### src/rtl/tifp_pkg.sv
`default_nettype none
package tifp_pkg;

  typedef enum logic [1:0] {
    PH_SKIP   = 2'd0,
    PH_SIGN   = 2'd1,
    PH_DIGITS = 2'd2
  } phase_t;

  localparam logic [1:0] RADIX_SDEC = 2'd0;
  localparam logic [1:0] RADIX_UDEC = 2'd1;
  localparam logic [1:0] RADIX_HEX  = 2'd2;
  localparam logic [1:0] RADIX_OCT  = 2'd3;

  localparam logic [1:0] LEN_INT   = 2'd0;
  localparam logic [1:0] LEN_SHORT = 2'd1;
  localparam logic [1:0] LEN_LONG  = 2'd2;

  localparam int unsigned CFG_ADDR_W = 3;
  localparam logic REG_RADIX  = 1'b0;
  localparam logic REG_LENGTH = 1'b1;

  localparam logic [7:0] CH_NUL   = 8'h00;
  localparam logic [7:0] CH_TAB   = 8'h09;
  localparam logic [7:0] CH_LF    = 8'h0a;
  localparam logic [7:0] CH_SPACE = 8'h20;
  localparam logic [7:0] CH_PLUS  = 8'h2b;
  localparam logic [7:0] CH_MINUS = 8'h2d;
  localparam logic [7:0] CH_ZERO  = 8'h30;
  localparam logic [7:0] CH_SEVEN = 8'h37;
  localparam logic [7:0] CH_NINE  = 8'h39;
  localparam logic [7:0] CH_UA    = 8'h41;
  localparam logic [7:0] CH_UF    = 8'h46;
  localparam logic [7:0] CH_LA    = 8'h61;
  localparam logic [7:0] CH_LF_HEX = 8'h66;
  localparam logic [7:0] HEX_TEN  = 8'd10;

  typedef struct packed {
    logic [1:0] radix;
    logic [1:0] length;
  } cfg_t;

  typedef struct packed {
    logic       digit_ok;
    logic [3:0] digit;
    logic       is_sign;
    logic       is_neg;
    logic       blank_or_nul;
  } char_info_t;

endpackage
`default_nettype wire

### src/rtl/tifp_classify.sv
`default_nettype none
module tifp_classify (
  input  wire logic [7:0]           ch,
  input  wire logic [1:0]           radix,
  output tifp_pkg::char_info_t      info
);

  logic [7:0] dec_off;
  logic [7:0] lo_off;
  logic [7:0] up_off;

  always_comb begin
    dec_off = ch - tifp_pkg::CH_ZERO;
    lo_off  = ch - tifp_pkg::CH_LA + tifp_pkg::HEX_TEN;
    up_off  = ch - tifp_pkg::CH_UA + tifp_pkg::HEX_TEN;
    info = '0;
    case (radix)
      tifp_pkg::RADIX_OCT: begin
        if (ch >= tifp_pkg::CH_ZERO && ch <= tifp_pkg::CH_SEVEN) begin
          info.digit_ok = 1'b1;
          info.digit    = dec_off[3:0];
        end
      end
      tifp_pkg::RADIX_HEX: begin
        if (ch >= tifp_pkg::CH_ZERO && ch <= tifp_pkg::CH_NINE) begin
          info.digit_ok = 1'b1;
          info.digit    = dec_off[3:0];
        end else if (ch >= tifp_pkg::CH_LA && ch <= tifp_pkg::CH_LF_HEX) begin
          info.digit_ok = 1'b1;
          info.digit    = lo_off[3:0];
        end else if (ch >= tifp_pkg::CH_UA && ch <= tifp_pkg::CH_UF) begin
          info.digit_ok = 1'b1;
          info.digit    = up_off[3:0];
        end
      end
      default: begin
        if (ch >= tifp_pkg::CH_ZERO && ch <= tifp_pkg::CH_NINE) begin
          info.digit_ok = 1'b1;
          info.digit    = dec_off[3:0];
        end
        info.is_sign = (ch == tifp_pkg::CH_PLUS) || (ch == tifp_pkg::CH_MINUS);
      end
    endcase
    info.is_neg       = (ch == tifp_pkg::CH_MINUS);
    info.blank_or_nul = (ch == tifp_pkg::CH_NUL) || (ch == tifp_pkg::CH_SPACE) ||
                        (ch == tifp_pkg::CH_TAB) || (ch == tifp_pkg::CH_LF);
  end

endmodule
`default_nettype wire

### src/rtl/tifp_fsm.sv
`default_nettype none
module tifp_fsm (
  input  wire logic                 clk,
  input  wire logic                 rst_n,
  input  wire logic                 step_en,
  input  wire tifp_pkg::char_info_t info,
  input  wire tifp_pkg::cfg_t       cfg,
  output logic                      res_vld,
  output logic [63:0]               res_value,
  output logic                      res_fail
);

  tifp_pkg::phase_t phase_r, phase_nxt;
  logic [63:0]      acc_r, acc_nxt;
  logic             neg_r, neg_nxt;
  logic             seen_r, seen_nxt;

  logic [63:0] scaled;
  logic [63:0] signed_val;
  logic        sext;
  logic        fail_cur;

  always_comb begin
    case (cfg.radix)
      tifp_pkg::RADIX_HEX: scaled = {acc_r[59:0], 4'b0};
      tifp_pkg::RADIX_OCT: scaled = {acc_r[60:0], 3'b0};
      default:             scaled = {acc_r[60:0], 3'b0} + {acc_r[62:0], 1'b0};
    endcase
  end

  // next state
  always_comb begin
    phase_nxt = phase_r;
    acc_nxt   = acc_r;
    neg_nxt   = neg_r;
    seen_nxt  = seen_r;
    case (phase_r)
      tifp_pkg::PH_SIGN, tifp_pkg::PH_DIGITS: begin
        if (info.digit_ok) begin
          acc_nxt   = scaled + {60'b0, info.digit};
          seen_nxt  = 1'b1;
          phase_nxt = tifp_pkg::PH_DIGITS;
        end else begin
          acc_nxt   = '0;
          seen_nxt  = 1'b0;
          neg_nxt   = info.is_sign & info.is_neg;
          phase_nxt = info.is_sign ? tifp_pkg::PH_SIGN : tifp_pkg::PH_SKIP;
        end
      end
      default: begin
        acc_nxt   = '0;
        neg_nxt   = 1'b0;
        seen_nxt  = 1'b0;
        phase_nxt = tifp_pkg::PH_SKIP;
        if (!info.blank_or_nul) begin
          if (info.digit_ok) begin
            acc_nxt   = {60'b0, info.digit};
            seen_nxt  = 1'b1;
            phase_nxt = tifp_pkg::PH_DIGITS;
          end else if (info.is_sign) begin
            neg_nxt   = info.is_neg;
            phase_nxt = tifp_pkg::PH_SIGN;
          end
        end
      end
    endcase
  end

  // result
  always_comb begin
    signed_val = neg_r ? (64'd0 - acc_r) : acc_r;
    sext       = (cfg.radix == tifp_pkg::RADIX_SDEC);
    fail_cur   = !((phase_r == tifp_pkg::PH_DIGITS) && seen_r);
    case (phase_r)
      tifp_pkg::PH_SIGN, tifp_pkg::PH_DIGITS: begin
        res_vld  = !info.digit_ok;
        res_fail = fail_cur;
      end
      default: begin
        res_vld  = !info.blank_or_nul && !info.digit_ok && !info.is_sign;
        res_fail = 1'b1;
      end
    endcase
    case (cfg.length)
      tifp_pkg::LEN_INT:
        res_value = {{32{sext & signed_val[31]}}, signed_val[31:0]};
      tifp_pkg::LEN_SHORT:
        res_value = {{48{sext & signed_val[15]}}, signed_val[15:0]};
      default:
        res_value = signed_val;
    endcase
    if (res_fail) begin
      res_value = '0;
    end
  end

  always_ff @(posedge clk) begin
    if (!rst_n) begin
      phase_r <= tifp_pkg::PH_SKIP;
      acc_r   <= '0;
      neg_r   <= 1'b0;
      seen_r  <= 1'b0;
    end else if (step_en) begin
      phase_r <= phase_nxt;
      acc_r   <= acc_nxt;
      neg_r   <= neg_nxt;
      seen_r  <= seen_nxt;
    end
  end

endmodule
`default_nettype wire

### src/rtl/text_to_integer_field_parser_core.sv
`default_nettype none
// path: input register, then field step, then output register at the end of each field
// throughput: one character per cycle through the field step between the input register and
// the result register, while the result register is free or being drained
// reset: synchronous active-low rst_n clears the parser state, both valid flags and the
// radix and length registers
module text_to_integer_field_parser_core (
  input  wire logic                            clk,
  input  wire logic                            rst_n,
  input  wire logic                            in_tvalid,
  output logic                                 in_tready,
  input  wire logic [7:0]                      in_tdata,   // [7:0] ch
  output logic                                 out_tvalid,
  input  wire logic                            out_tready,
  output logic [63:0]                          out_tdata,  // [63:0] value
  output logic                                 out_tuser,  // [0] fail
  input  wire logic                            cfg_psel,
  input  wire logic                            cfg_penable,
  input  wire logic                            cfg_pwrite,
  input  wire logic [tifp_pkg::CFG_ADDR_W-1:0] cfg_paddr,
  input  wire logic [31:0]                     cfg_pwdata,
  output logic [31:0]                          cfg_prdata,
  output logic                                 cfg_pready
);

  tifp_pkg::cfg_t       cfg_r;
  tifp_pkg::char_info_t info;

  logic [7:0]  ch_r;
  logic        in_vld_r;
  logic        out_vld_r;
  logic [63:0] value_r;
  logic        fail_r;
  logic        step;
  logic        res_vld;
  logic [63:0] res_value;
  logic        res_fail;
  logic        cfg_wr;

  assign cfg_pready = 1'b1;
  assign cfg_wr     = cfg_psel && cfg_penable && cfg_pwrite && cfg_pready;

  always_ff @(posedge clk) begin
    if (!rst_n) begin
      cfg_r <= '0;
    end else if (cfg_wr) begin
      case (cfg_paddr[2])
        tifp_pkg::REG_RADIX:  cfg_r.radix  <= cfg_pwdata[1:0];
        tifp_pkg::REG_LENGTH: cfg_r.length <= cfg_pwdata[1:0];
        default: ;
      endcase
    end
  end

  always_comb begin
    case (cfg_paddr[2])
      tifp_pkg::REG_RADIX:  cfg_prdata = {30'b0, cfg_r.radix};
      tifp_pkg::REG_LENGTH: cfg_prdata = {30'b0, cfg_r.length};
      default:              cfg_prdata = '0;
    endcase
  end

  assign step       = in_vld_r && (!out_vld_r || out_tready);
  assign in_tready  = !in_vld_r || step;
  assign out_tvalid = out_vld_r;
  assign out_tdata  = value_r;
  assign out_tuser  = fail_r;

  always_ff @(posedge clk) begin
    if (!rst_n) begin
      in_vld_r <= 1'b0;
    end else if (in_tready) begin
      in_vld_r <= in_tvalid;
    end
  end

  always_ff @(posedge clk) begin
    if (in_tready && in_tvalid) begin
      ch_r <= in_tdata;
    end
  end

  tifp_classify u_classify (
    .ch    (ch_r),
    .radix (cfg_r.radix),
    .info  (info)
  );

  tifp_fsm u_fsm (
    .clk       (clk),
    .rst_n     (rst_n),
    .step_en   (step),
    .info      (info),
    .cfg       (cfg_r),
    .res_vld   (res_vld),
    .res_value (res_value),
    .res_fail  (res_fail)
  );

  always_ff @(posedge clk) begin
    if (!rst_n) begin
      out_vld_r <= 1'b0;
    end else if (step && res_vld) begin
      out_vld_r <= 1'b1;
    end else if (out_tready) begin
      out_vld_r <= 1'b0;
    end
  end

  always_ff @(posedge clk) begin
    if (step && res_vld) begin
      value_r <= res_value;
      fail_r  <= res_fail;
    end
  end

`ifndef SYNTHESIS
  a_fail_zero: assert property (@(posedge clk) disable iff (!rst_n)
    (out_tvalid && out_tuser) |-> (out_tdata == 64'd0))
    else $error("failed field carries a nonzero value");

  a_drain: assert property (@(posedge clk) disable iff (!rst_n)
    (in_vld_r && !out_vld_r) |=> (!in_vld_r || $past(in_tvalid && in_tready)))
    else $error("buffered character not processed with output free");

  a_short_zext: assert property (@(posedge clk) disable iff (!rst_n)
    (out_tvalid && cfg_r.length == tifp_pkg::LEN_SHORT &&
     cfg_r.radix != tifp_pkg::RADIX_SDEC) |-> (out_tdata[63:16] == 48'd0))
    else $error("short unsigned result not zero-extended");
`endif

endmodule
`default_nettype wire
### config.mk
export PLATFORM = sky130hd
export DESIGN_NAME = text_to_integer_field_parser_core
export DESIGN_NICKNAME = d
export VERILOG_FILES = /design/src/rtl/tifp_pkg.sv /design/src/rtl/tifp_classify.sv /design/src/rtl/tifp_fsm.sv /design/src/rtl/text_to_integer_field_parser_core.sv
export SDC_FILE = /design/constraint.sdc
export NUM_CORES = 1
export LEC_CHECK = 0
export BUFFER_PORTS_ARGS = -buffer_cell sky130_fd_sc_hd__buf_2
export CAP_MARGIN = 20
export CORE_ASPECT_RATIO = 0.75
export CORE_MARGIN = 4
export CORE_UTILIZATION = 55
export DETAILED_ROUTE_END_ITERATION = 8
export GPL_TIMING_DRIVEN = 0
export MAX_ROUTING_LAYER = met4
export PLACE_DENSITY = 0.81
export SYNTH_ARGS = -nofsm -noshare
export SYNTH_HDL_FRONTEND = slang
export SYNTH_SLANG_ARGS = --single-unit
### constraint.sdc
create_clock -name clk -period 8.45 [get_ports clk]
set_input_delay 1.69 -clock clk [delete_from_list [all_inputs] [get_ports clk]]
set_output_delay 1.69 -clock clk [all_outputs]
set_load 0.005 [all_outputs]
* Yosys cells after proc, flatten, opt, wreduce, memory -nomap -nowiden
Index checks and enable logic that the tools add are counted.
Storage, ports and cells: register bits 147, bits of input ports 50, output and inout port bits 100, word-level logic and storage cells 105
Operators by class: $add $sub $neg 8, magnitude comparators 7, equality and inequality tests 11, multiplexer cells 31, bitwise gates (word level) 4, reductions and logical operators 33
Operators with widths (count):
- 2-to-1 mux 64 bit | 4
- one-hot mux 64 bit (2 select lines) | 2
- adder 64 x 4 -> 64 bit | 1
- adder 64 bit | 1
- one-hot mux 32 bit (2 select lines) | 1
- subtractor 1 x 64 -> 64 bit, first input constant | 1
- 2-to-1 mux 5 bit | 5
- == test 8 x 6 -> 1 bit, second input constant | 3
- == test 8 x 4 -> 1 bit, second input constant | 2
- >= comparator 8 x 7 -> 1 bit, second input constant | 2
- <= comparator 8 x 6 -> 1 bit, second input constant | 2
- <= comparator 8 x 7 -> 1 bit, second input constant | 2
- 2-to-1 mux 1 bit | 14
- logical AND 1 bit | 12
- subtractor 4 x 1 -> 4 bit, second input constant | 3
- one-hot mux 5 bit (2 select lines) | 1
- adder 4 bit, second input constant | 2
- >= comparator 8 x 6 -> 1 bit, second input constant | 1
- zero test 8 bit | 1
- == test 2 bit, second input constant | 3
- zero test 1 bit | 6
- logical OR 1 bit | 6
- 2-to-1 mux 2 bit | 3
- AND reduction 2 bit | 3
- other kinds (8) | 13

* Longest topological paths before layout
depth after elaboration 12, gate-level depth with buffers 25, gate-level depth less buffers 22

* Cells and area by module
Synthesis repeated with hierarchy kept, for this count alone.
Unflattened totals: cells, all modules 1828, area, all modules 14528.9 um2
Modules (own cells, without submodules):
- tifp_fsm | times used 1, cells an instance 1643, area each 11442.2 um2, seq. area each 1341.3 um2
- text_to_integer_field_parser_core | times used 1, cells an instance 135, area each 2728.9 um2, seq. area each 2312.2 um2
- tifp_classify | times used 1, cells an instance 50, area each 357.8 um2, seq. area each 0.0 um2

* Least setup slack after synthesis
OpenSTA, ideal clock, no wires.
path type register to register, start point reg cfg_r[3] (netlist name), end point reg value_r[0] (netlist: out_tdata[0]), enable pin, setup time 0.511 ns, arrival 6.214 ns, data required time 7.939 ns, setup slack 1.725 ns, cell stages (with the launch flop) 14, path buffers 9, period minus slack after synthesis 6.725 ns, cell sequence dfxtp_1 > clkbuf_1 > buf_2 > clkbuf_1 > clkbuf_1 > clkbuf_1 > buf_1 > clkbuf_1 > buf_1 > buf_1 > nor2_1 > nand4_1 > nor2_1 > a21oi_1
On the way: cells in the longest elaborated chain, start to end 7, elaborated cells on any way between the ends 11, those cells by class eq/ne (2); mux (3); reduce/logical (6)
Ends and longest elaborated chain:
- == test 2 bit | line tifp_classify.sv:17 | case (radix)
- one-hot mux 5 bit (2 select lines) / OR reduction 2 bit (equally long branches)
- zero test 1 bit / 2-to-1 mux 1 bit (equally long branches) | line tifp_fsm.sv:76, tifp_fsm.sv:80, tifp_classify.sv:17
- logical AND 1 bit / zero test 1 bit (equally long branches) | line tifp_fsm.sv:80 | res_vld = !info.blank_or_nul && !info.digit_ok && !info.is_sign;
- logical AND 1 bit | line tifp_fsm.sv:80
- 2-to-1 mux 1 bit (*) | line tifp_fsm.sv:74 | case (phase_r)
- logical AND 1 bit (*) | line text_to_integer_field_parser_core.sv:111 | if (step && res_vld) begin
- to (signal assigned) | line text_to_integer_field_parser_core.sv:112 | value_r <= res_value;
- to (decl) | line text_to_integer_field_parser_core.sv:32 | logic [63:0] value_r;
Every way passes the cells marked *; elsewhere a longest branch is shown, timed or not. A chain may end at the register's enable or synchronous reset.

* Worst setup path in the final report
start point reg cfg_r[2] (netlist name), end point reg u_fsm.acc_r[55]
On the way: cells in the longest elaborated chain, start to end 5, elaborated cells on any way between the ends 7, those cells by class add/sub (1); eq/ne (2); mux (4)
Ends and longest elaborated chain:
- == test 2 bit | line tifp_classify.sv:17, tifp_fsm.sv:24
- one-hot mux 64 bit (2 select lines) / one-hot mux 5 bit (2 select lines) (equally long branches) | line tifp_fsm.sv:24, tifp_classify.sv:17
- adder 64 x 4 -> 64 bit | line tifp_fsm.sv:40 | acc_nxt = scaled + {60'b0, info.digit};
- 2-to-1 mux 64 bit (*) | line tifp_fsm.sv:39 | if (info.digit_ok) begin
- 2-to-1 mux 64 bit (*) | line tifp_fsm.sv:37 | case (phase_r)
- to (signal assigned) | line tifp_fsm.sv:105 | acc_r <= acc_nxt;
- to (decl) | line tifp_fsm.sv:14 | logic [63:0] acc_r, acc_nxt;
Marked as above.

==> metrics.md <==
| Metric | Value |
|---|---|
| Max-Cap Viols | 0 |
| Final hold viol count | 0 |
| Worst Path Required | 8.78 ns |
| Fin crit period | 7.96 ns |
| CP Launch Type | flop |
| Crit path arrival time | 8.29 ns |
| Gpl congestion | 1.03 |
| Die Width | 196 um |
| Number of I/O pins | 150 |
| Post-Synthesis Cells | 1889 |
| Filler cells | 2236 |
| Iteration count of the initial detailed-routing pass | 9 |
| Post-route ant nets | 0 |
| CP Class | reg2reg |
| CTS resizes | 7 |
| Relative slew margins | 27.6% |
| Status | complete, no violations |
| Netlist cell types | 91 |
| Cell accounting for the most synthesized area | edfxtp_1 |
| Top delay family on crit path | buffers and inverters |
| Post-Place Cell Area | 0.0156 mm2 |
| Async S/R FF share, synth | 0% |
| Worst-path cell chain | buf_2 > buf_1 > clkbuf_2 > buf_2 > buf_2 > buf_1 > clkbuf_1 > a21oi_1 > nor2_1 > o21ai_0 > a22o_1 > ha_1 > a21oi_1 > nand3b_1 > or2_1 > nor3_1 > nand2_1 > or4b_1 > nor4_4 > nand3b_2 > nor4_1 > xnor2_1 > a32o_1 |
| Most frequent cells in the layout | 210 x nand2_1, 156 x nor2_1, 149 x a21oi_1 |
| Gr ovfl total | 0 |
| Pleak | 5.95 nW |
| Delay of the slowest cell on the worst path | 0.68 ns |
| Final Cell Area | 0.0163 mm2 |
| Vias in the first global route | 14100 |
| Routed len/inst | 21.2 um |
| Layout cells sized above 1 | 10.9% |
| First-pass GRT wire length | 78400 um |
| Diode count | 0 |
| Most used cell, CP | buf_2 |
| Initial drt markers | 1768 |
| Post-Syn Area | 0.0146 mm2 |
| Setup TNS | 0 ns |
| Num CTS Buffers | 17 |
| DP Worst Slack | -1.41 ns |
| Cell row count | 51 |
| Worst-path clk slew | 0.07 ns |
| YS warnings | 0 |
| CTS sink cnt | 146 |
| Buffers on Ports | 86 |
| Post-CTS Setup Inserts | 0 |
| Final setup vio count | 0 |
| Largest net degree at the start of global routing | 34 |
| RSZ-0062 raised after global routing | false |
| Fin Clk Skew | 0.0195 ns |
| Max Freq | 126 MHz |
| Initial antenna violation count | 0 |
| Hold Path Class | reg2reg |
| Yosys top cell area share | 15.0% |
| Starting Density | 56.2% |
| CTS tree | yes |
| Sequential cell area fraction in the yosys report | 25.0% |
| Slew Limit Fails | 0 |
| Hold-fix buffer count after cts | 0 |
| Max FO, Critical Path | 10 |
| Final wirelength | 50400 um |
| Most area-consuming cells after synthesis | edfxtp_1 15%, dfxtp_1 10%, ha_1 5.9% |
| Nets | 2144 |
| Actual slew at the worst max-slew pin | 1.08 ns |
| Vias per inst | 6.47 |
| Clock Latency Late Sink | 0.43 ns |
| Chip Height | 149 um |
| Synthesized area per cell | 7.74 um2 |
| Layout area overhead | 11.2% |
| Number of synthesized flops with an enable pin | 73 |
| Peak VDD IR | 0.239 mV |
| FF+latch count, synth | 146 |
| Crit end category | flop |
| Tcrit/Tclk final | 94.2% |
| Power per cell area | 104 mW/mm2 |
| Die ar. | 0.0293 mm2 |
| Fin worst setup slack | 0.488 ns |
| Total track usage | 34.4% |
| Hold_ws | 0.461 ns |
| Clock Tree Buf Depth | 2 |
| Crit path max-delay cell type | or4b_1 |
| HPWL Detailed | 39500 um |
| Max H-tree Level | 4 |
| Most common cell after layout, fill and taps aside | nand2_1 |
| Synth Flop Type | edfxtp_1 |
| CP Buf/Inv Count | 7 |
| DRC Markers | 0 |
| Core Area | 0.0260 mm2 |
| CTS Root Cell | clkbuf_16 |
| Via count of the routed design | 15400 |
## routing by layer
| layer | vias up | share of wire, % | routed length (um) | GRT usage (%) |
|---|---|---|---|---|
| li1 | 7228 | - | - | - |
| met1 | 7047 | 44 | 22200 | 50.1 |
| met2 | 1024 | 38 | 19200 | 46.1 |
| met3 | 90 | 16 | 7840 | 10.5 |
| met4 | 0 | 2.3 | 1160 | 9.18 |
| met5 | - | 0 | 0 | - |
## where the power goes
group / switching (W) / leakage (nW) / internal, W / total, W
sequential: 0.0000107 / 1.26 / 0.000762 / 0.000773
clock: 0.000321 / 0.275 / 0.000438 / 0.000759
combinational: 0.0000932 / 4.42 / 0.0000582 / 0.000151
total: 0.000425 / 5.95 / 0.00126 / 0.00168
## area by class of cell
class	count	area [um2]	area share, %
clock buffers	18	429	2.64
clock inverters	14	154	0.947
flip-flops and latches	146	3650	22.5
plain buffers	159	753	4.64
well taps	344	430	2.65
multi-input cells	1583	10200	63.1
inverters	28	105	0.647
repair buffers	88	478	2.94
## path summary, 6_finish.rpt
| path | end | start | slack (ns) | cells after the start |
|---|---|---|---|---|
| setup reg to reg | u_fsm.acc_r[55] | cfg_r[2] | 0.49 | 23 |
| setup / recovery | u_fsm.acc_r[55] | cfg_r[2] | 0.49 | 23 |
| hold reg to reg | u_fsm.acc_r[63] | u_fsm.acc_r[63] | 0.46 | 2 |
| hold / removal | u_fsm.acc_r[63] | u_fsm.acc_r[63] | 0.46 | 2 |
## worst reg2reg max path: cells and delay by family, from the launching register on
| family | cells | cell delay, ns |
|---|---|---|
| compound gates | 5 | 0.94 |
| xor+xnor | 1 | 0.17 |
| fa+ha+maj | 1 | 0.33 |
| buf+inv | 7 | 3.07 |
| flops | 1 | 0.46 |
| simple gates | 9 | 2.88 |
## flip-flops by register name, summed over array words and instances (netlist names), 4 cells and up
| signal | count |
|---|---|
| u_fsm.acc_r | 64 |
| ch_r | 8 |
| cfg_r | 4 |
| out_tdata | 64 |
## cells by family after synthesis
family	synth area share [%]
and+or+nand+nor	24.4
xor gates and xnor gates	8.39
other	0.0514
DFF	25.0
muxes	4.64
buffers and inverters	5.84
adders and majority gates	6.18
AOI/OAI and AO/OA	25.6
## synth_stat cells (16+ instances only)
library cell  number
a31oi_1           22
mux2i_1           43
o21ai_1           20
a21oi_1          150
dfxtp_1           73
xnor2_1           82
buf_4             32
nor2_1           156
nand2b_1          17
o211ai_1          22
nor4_1            18
buf_1             17
o21ai_0          122
a21o_1            32
xor2_1            58
ha_1              69
o31ai_1           29
inv_1             27
clkbuf_1         103
edfxtp_1          73
nand4_1           38
o21a_1            17
or3_1             18
a22oi_1           32
nand3_1           47
and2_1            20
nor3_1            31
nand2_1          210
mux2_2            22
nor2b_1           55
a211oi_1          16
## stage by stage
stage               util (%)  total power, W  cells
floorplan                  -        0.000880   1918
global placement        59.9        0.000927   2348
detailed placement      60.1        0.000932   2350
CTS                     62.4         0.00167   2382
global route            62.4         0.00173   2380
finish                  62.4         0.00168   2380
No activity file was read; power rests on OpenSTA's default activity.
